File: config.mk
export PLATFORM = sky130hd
export DESIGN_NAME = trvg_ctrl
export DESIGN_NICKNAME = d
export VERILOG_FILES = /design/src/sv/trvg_pkg.sv /design/src/sv/trvg_ctrl.sv
export SDC_FILE = /design/constraint.sdc
export NUM_CORES = 1
export LEC_CHECK = 0
export ABC_CLOCK_PERIOD_IN_PS = 1810
export BUFFER_PORTS_ARGS = -buffer_cell sky130_fd_sc_hd__buf_2
export CORE_MARGIN = 4
export CORE_UTILIZATION = 35
export DETAILED_ROUTE_END_ITERATION = 6
export RECOVER_POWER = 100
export SETUP_SLACK_MARGIN = 0.5
export SYNTH_ARGS = -nofsm -noshare
export SYNTH_HDL_FRONTEND = slang
export SYNTH_SLANG_ARGS = --single-unit
File: constraint.sdc
create_clock -name clk -period 1.81 [get_ports clk]
set_clock_uncertainty 0.1 [all_clocks]
set_input_delay 0.0905 -clock clk [delete_from_list [all_inputs] [get_ports clk]]
set_output_delay 0.0905 -clock clk [all_outputs]
set_load 0.1 [all_outputs]
File: src/sv/trvg_pkg.sv
// trvg_pkg: shared types, constants and the arctangent table of the
// tube ring vertex generator. Depends on nothing.
package trvg_pkg;

  // angles in Q3.29 radians
  localparam logic [31:0] TWO_PI_Q29     = 32'd3373259426;
  localparam logic [31:0] PI_Q29         = 32'd1686629713;
  localparam logic [31:0] HALF_PI_Q29    = 32'd843314857;
  localparam logic [31:0] QUARTER_PI_Q29 = 32'd421657428;
  localparam logic [31:0] CORDIC_GAIN    = 32'd652032874;

  // default values of the top level parameters
  localparam int DEF_MAX_SLICES   = 63;
  localparam int DEF_CORDIC_STEPS = 16;
  localparam int DEF_TEX_V_SCALE  = 40;

  // largest cordic length the table serves
  localparam int MAX_CORDIC = 24;

  // shared divider geometry
  localparam int DIV_QW = 24;
  localparam int DIV_DW = 32;
  localparam int DIV_NW = DIV_QW + DIV_DW - 8;

  // register indexes
  localparam logic [1:0] REG_RADIUS       = 2'd0;
  localparam logic [1:0] REG_SLICES       = 2'd1;
  localparam logic [1:0] REG_ANGLE_STEP   = 2'd2;
  localparam logic [1:0] REG_CIRCLE_TOTAL = 2'd3;

  // register reset values
  localparam logic [30:0] RST_RADIUS       = 31'd65536;
  localparam logic [5:0]  RST_SLICES       = 6'd16;
  localparam logic [31:0] RST_ANGLE_STEP   = 32'd210828714;
  localparam logic [15:0] RST_CIRCLE_TOTAL = 16'd1;

  typedef logic [31:0] atan_tab_t [MAX_CORDIC];

  // atan(2^-k) as an alternating series in Q2.62, rounded to Q29
  function automatic logic [31:0] atan_q29(input int k);
    longint sum;
    longint term;
    int     e;
    sum = 0;
    if (k == 0) begin
      return QUARTER_PI_Q29;
    end
    for (int n = 0; n < 32; n++) begin
      e = k * (2 * n + 1);
      if (e <= 62) begin
        term = longint'((64'd1 << (62 - e)) / 64'(2 * n + 1));
        sum  = (n % 2 == 1) ? sum - term : sum + term;
      end
    end
    return 32'((sum + (64'sd1 <<< 32)) >>> 33);
  endfunction

  function automatic atan_tab_t build_atan_tab();
    atan_tab_t t;
    for (int k = 0; k < MAX_CORDIC; k++) begin
      t[k] = atan_q29(k);
    end
    return t;
  endfunction

  localparam atan_tab_t ATAN_TAB = build_atan_tab();

  // controller states
  typedef enum logic [4:0] {
    S_IDLE, S_TEXV_WAIT, S_FOLD, S_CORDIC, S_RC, S_RS, S_OFF, S_SHIFT, S_SQ,
    S_SQRT_INIT, S_SQRT, S_NDIV, S_NWAIT, S_UDIV, S_UWAIT, S_EMIT
  } state_t;

  // datapath operations
  typedef enum logic [4:0] {
    OP_NONE, OP_RING, OP_TEXV_SAVE, OP_FOLD, OP_CORDIC, OP_RC, OP_RS, OP_OFF,
    OP_SHIFT, OP_SQ, OP_SQRT_INIT, OP_SQRT, OP_NDIV, OP_NSAVE, OP_UDIV, OP_EMIT
  } op_t;

  typedef struct packed {
    op_t        op;
    logic [5:0] idx;
  } cmd_t;

  typedef struct packed {
    logic div_busy;
    logic last;
    logic emit_ok;
  } stat_t;

endpackage

File: src/sv/trvg_ctrl.sv
// trvg_ctrl: sequencer that walks each ring vertex by vertex through the
// datapath operations. Depends on trvg_pkg.
module trvg_ctrl #(
  parameter int CORDIC_STEPS = trvg_pkg::DEF_CORDIC_STEPS
) (
  input  logic           clk,
  input  logic           rst_n,
  input  logic           in_valid,
  output logic           in_stall,
  output trvg_pkg::cmd_t cmd,
  input  trvg_pkg::stat_t stat
);
  import trvg_pkg::*;

  state_t     state_r, state_nxt;
  logic [5:0] cnt_r, cnt_nxt;

  // state register
  always_ff @(posedge clk) begin
    if (!rst_n) begin
      state_r <= S_IDLE;
      cnt_r   <= '0;
    end else begin
      state_r <= state_nxt;
      cnt_r   <= cnt_nxt;
    end
  end

  // next state and commands
  always_comb begin
    state_nxt = state_r;
    cnt_nxt   = cnt_r;
    cmd.op    = OP_NONE;
    cmd.idx   = cnt_r;
    in_stall  = 1'b1;
    case (state_r)
      S_IDLE: begin
        in_stall = 1'b0;
        if (in_valid) begin
          cmd.op    = OP_RING;
          state_nxt = S_TEXV_WAIT;
        end
      end
      S_TEXV_WAIT: begin
        if (!stat.div_busy) begin
          cmd.op    = OP_TEXV_SAVE;
          state_nxt = S_FOLD;
        end
      end
      S_FOLD: begin
        cmd.op    = OP_FOLD;
        cnt_nxt   = '0;
        state_nxt = S_CORDIC;
      end
      S_CORDIC: begin
        cmd.op = OP_CORDIC;
        if (cnt_r == 6'(CORDIC_STEPS - 1)) begin
          cnt_nxt   = '0;
          state_nxt = S_RC;
        end else begin
          cnt_nxt = cnt_r + 6'd1;
        end
      end
      S_RC: begin
        cmd.op    = OP_RC;
        state_nxt = S_RS;
      end
      S_RS: begin
        cmd.op    = OP_RS;
        cnt_nxt   = '0;
        state_nxt = S_OFF;
      end
      S_OFF: begin
        cmd.op = OP_OFF;
        if (cnt_r == 6'd2) begin
          cnt_nxt   = '0;
          state_nxt = S_SHIFT;
        end else begin
          cnt_nxt = cnt_r + 6'd1;
        end
      end
      S_SHIFT: begin
        cmd.op    = OP_SHIFT;
        cnt_nxt   = '0;
        state_nxt = S_SQ;
      end
      S_SQ: begin
        cmd.op = OP_SQ;
        if (cnt_r == 6'd2) begin
          cnt_nxt   = '0;
          state_nxt = S_SQRT_INIT;
        end else begin
          cnt_nxt = cnt_r + 6'd1;
        end
      end
      S_SQRT_INIT: begin
        cmd.op    = OP_SQRT_INIT;
        cnt_nxt   = '0;
        state_nxt = S_SQRT;
      end
      S_SQRT: begin
        cmd.op = OP_SQRT;
        if (cnt_r == 6'd31) begin
          cnt_nxt   = '0;
          state_nxt = S_NDIV;
        end else begin
          cnt_nxt = cnt_r + 6'd1;
        end
      end
      S_NDIV: begin
        cmd.op    = OP_NDIV;
        state_nxt = S_NWAIT;
      end
      S_NWAIT: begin
        if (!stat.div_busy) begin
          cmd.op = OP_NSAVE;
          if (cnt_r == 6'd2) begin
            cnt_nxt   = '0;
            state_nxt = S_UDIV;
          end else begin
            cnt_nxt   = cnt_r + 6'd1;
            state_nxt = S_NDIV;
          end
        end
      end
      S_UDIV: begin
        cmd.op    = OP_UDIV;
        state_nxt = S_UWAIT;
      end
      S_UWAIT: begin
        if (!stat.div_busy) begin
          state_nxt = S_EMIT;
        end
      end
      S_EMIT: begin
        if (stat.emit_ok) begin
          cmd.op    = OP_EMIT;
          state_nxt = stat.last ? S_IDLE : S_FOLD;
        end
      end
      default: begin
        state_nxt = S_IDLE;
      end
    endcase
  end
endmodule

==> impl_metrics.csv <==
group,metric,value,unit
place,place_area,1657,µm²
yosys,yosysSeqAreaShare,18.04,%
timing,fin_tns_setup,-0.3964,ns
yosys,synth-edff-count,0,
finish,postLayoutCellArea,2132,µm²
place,portBuffers,16,
global_route,grt_usage,19.21,%
global_route,grt_start_max_net_pins,12,
setup_path,worst-setup-path-type,"flop to flop",
status,outcome,"finished, violations left",
timing,period_share,105.9,%
yosys,netlist-cell-type-count,60,
setup_path,worstPathMaxFanout,7,
detailed_routing,route.vias.total,1411,
global_route,grt_pass1_wl,6.423,mm
yosys,synth_cells,142,
die,dieHeight,64.31,µm
detailed_routing,wirelength,4.486,mm
setup_path,crit_arrival,1.98,ns
die,die_w,64.31,µm
global_route,grt_antenna_before_repair,0,
finish,nNetsFinal,216,
finish,seq_area,235.2,µm²
finish,multiInputGateArea,1094,µm²
finish,drive_gt1_share,67.15,%
run,max_cap_viol_count,0,
die,start_util,36.35,%
clock_network,numClockSinks,10,
place,globalplace.congestion,0.8787,
die,dieArea,4136,µm²
place,dp_hpwl,2.697,mm
yosys,synthFlopType,"dfxtp_1",
clock_network,cts.path.max_buffers,2,
place,dp.cells,226,
timing,setup-violations-final,10,
timing,setup_slack,-0.1059,ns
setup_path,required,1.88,ns
global_route,grt_pass1_vias,1347,
clock_network,clk_pin_slew_worst_paths,0.08,ns
worst_hold_path,min_path_type,"primary input to flop",
yosys,synth_top_area_share,18.04,%
detailed_routing,drc,0,
die,core,3053,µm²
yosys,ys_top_cells_by_count,"nand2_1 (14), dfxtp_1 (10), nand3_1 (10)",
yosys,syn-num-nets,150,
yosys,synth-seq-cells,10,
clock_network,ctsHtreeMaxLevel,1,
detailed_routing,drtIter0Drc,64,
timing,hold_slack,0.09171,ns
clock_network,cts_buffers,3,
timing,report.final.slew_viol_count,0,
yosys,synthTopCellsByArea,"dfxtp_1 (18%), nand2_1 (4.7%), nand3_1 (4.5%)",
detailed_routing,drt-pass1-iter-count,4,
finish,num_antenna_cells,0,
pwr,power_leakage,0.0009249,µW
detailed_routing,viasPerCell,5.622,
yosys,yosysWarningCount,0,
yosys,yosysMostFrequentCell,"nand2_1",
global_route,grt.overflow.total,0,
timing,max_freq,521.9,MHz
timing,finalCriticalPeriod,1.916,ns
timing,slew-limit-headroom,66.34,%
finish,fill_cells,209,
clock_network,cts_tree,"yes",
die,ioPinCount,18,
place,dpl_worst_slack,-0.1285,ns
clock_network,root_buffer,"clkbuf_4",
detailed_routing,wire_per_inst,17.87,µm
yosys,postSynth.asyncResetShare,0,%
clock_network,hold_buffers,0,
pwr,ir_drop,0.7312,mV
setup_path,r2r_slack,-0.11,ns
die,rows,20,
finish,layout.cells.non_filler,251,
detailed_routing,antenna_left,0,
pwr,powerDensity,1065,nW/µm²
timing,rsz0062_at_grt,"true",
setup_path,cp-start-kind,"flop",
clock_network,clk_latency,0.27,ns
yosys,synth_area,1110,µm²
finish,syn_to_final_growth,92.11,%
yosys,avgSynthCellArea,7.816,µm²
yosys,post-synth-top-area-cell,"dfxtp_1",
timing,finalHoldViolations,0,
setup_path,cp-end-kind,"flop",
status,violations,"setup timing",
timing,tightest_slew,0.5018,ns
## per-layer routing
metal	GRT usage, %	vias up	wire, µm
met5	0	-	0
met2	34.15	31	2296
met1	25.42	708	1969
met3	1.582	10	123
met4	3.166	0	97
li1	-	662	-
## cell type report
class / instances / share of cell area [%]
multi-input cells: 112 / 51.29
clock buffers: 4 / 1.232
inverters: 6 / 1.291
repair buffers: 75 / 32.57
flip-flops and latches: 10 / 11.03
well taps: 44 / 2.582
## power breakdown
| group | switching (µW) | internal (µW) |
|---|---|---|
| Sequential | 105 | 265 |
| Clock | 86.9 | 85.3 |
| Combinational | 982 | 747 |
## kinds of logic (layout without fill, tap and decap cells)
kind of cell	count (synthesis)	after routing	synth area share, %
AO/OA/AOI/OAI	42	42	31.68
XOR/XNOR	2	2	1.579
adder cells (fa/ha/maj)	2	2	2.254
buffers and inverters	20	85	10.15
flip-flops	10	10	18.04
multiplexers	4	4	4.058
other	1	1	0.3379
AND/OR/NAND/NOR	61	61	31.91
## cell usage in the layout, fill, tap and decap left out, drive strengths merged, types with 3 or more instances in the layout
cell	instances
clkbuf	6
mux2i	3
inv	6
a211oi	3
buf	73
or3	4
nand3	11
nand2	15
nand2b	4
o21ai	6
nor2	8
and3	5
dfxtp	10
a221oi	3
a21oi	6
## final timing paths
| check | start | endpoint | cells past startpoint |
|---|---|---|---|
| max | state_r[2] | cnt_r[3] | 7 |
| min | stat[1] | state_r[1] | 4 |
| max reg2reg | state_r[2] | cnt_r[3] | 7 |
| min reg2reg | cnt_r[2] | cnt_r[2] | 1 |
## worst max-delay path, stage by stage, from the launching register on
cell,delay (ns)
dfxtp_4,0.38
buf_4,0.16
a211oi_1,0.43
a221oi_4,0.07
buf_4,0.16
o2111a_1,0.28
a22oi_2,0.14
o22ai_2,0.09
## sequential cells by signal, summed over array words and instances, names as in the netlist
name     count
cnt_r        6
state_r      4
## stage by stage
step,utilization (%),total power (µW)
2_1_floorplan,-,1340
3_5_place_dp,54.26,1744
3_3_place_gp,54.26,1721
6_report,69.84,2272
5_1_grt,69.84,2371
4_1_cts,62.70,2064
## repair_timing
item / CTS / global route
setup buffers: 13 / 8
gates resized for setup: 36 / 35
setup endpoints to repair: 18 / 19
pin swaps: 15 / 17
Note: power is estimated with default switching activity, not from simulation.
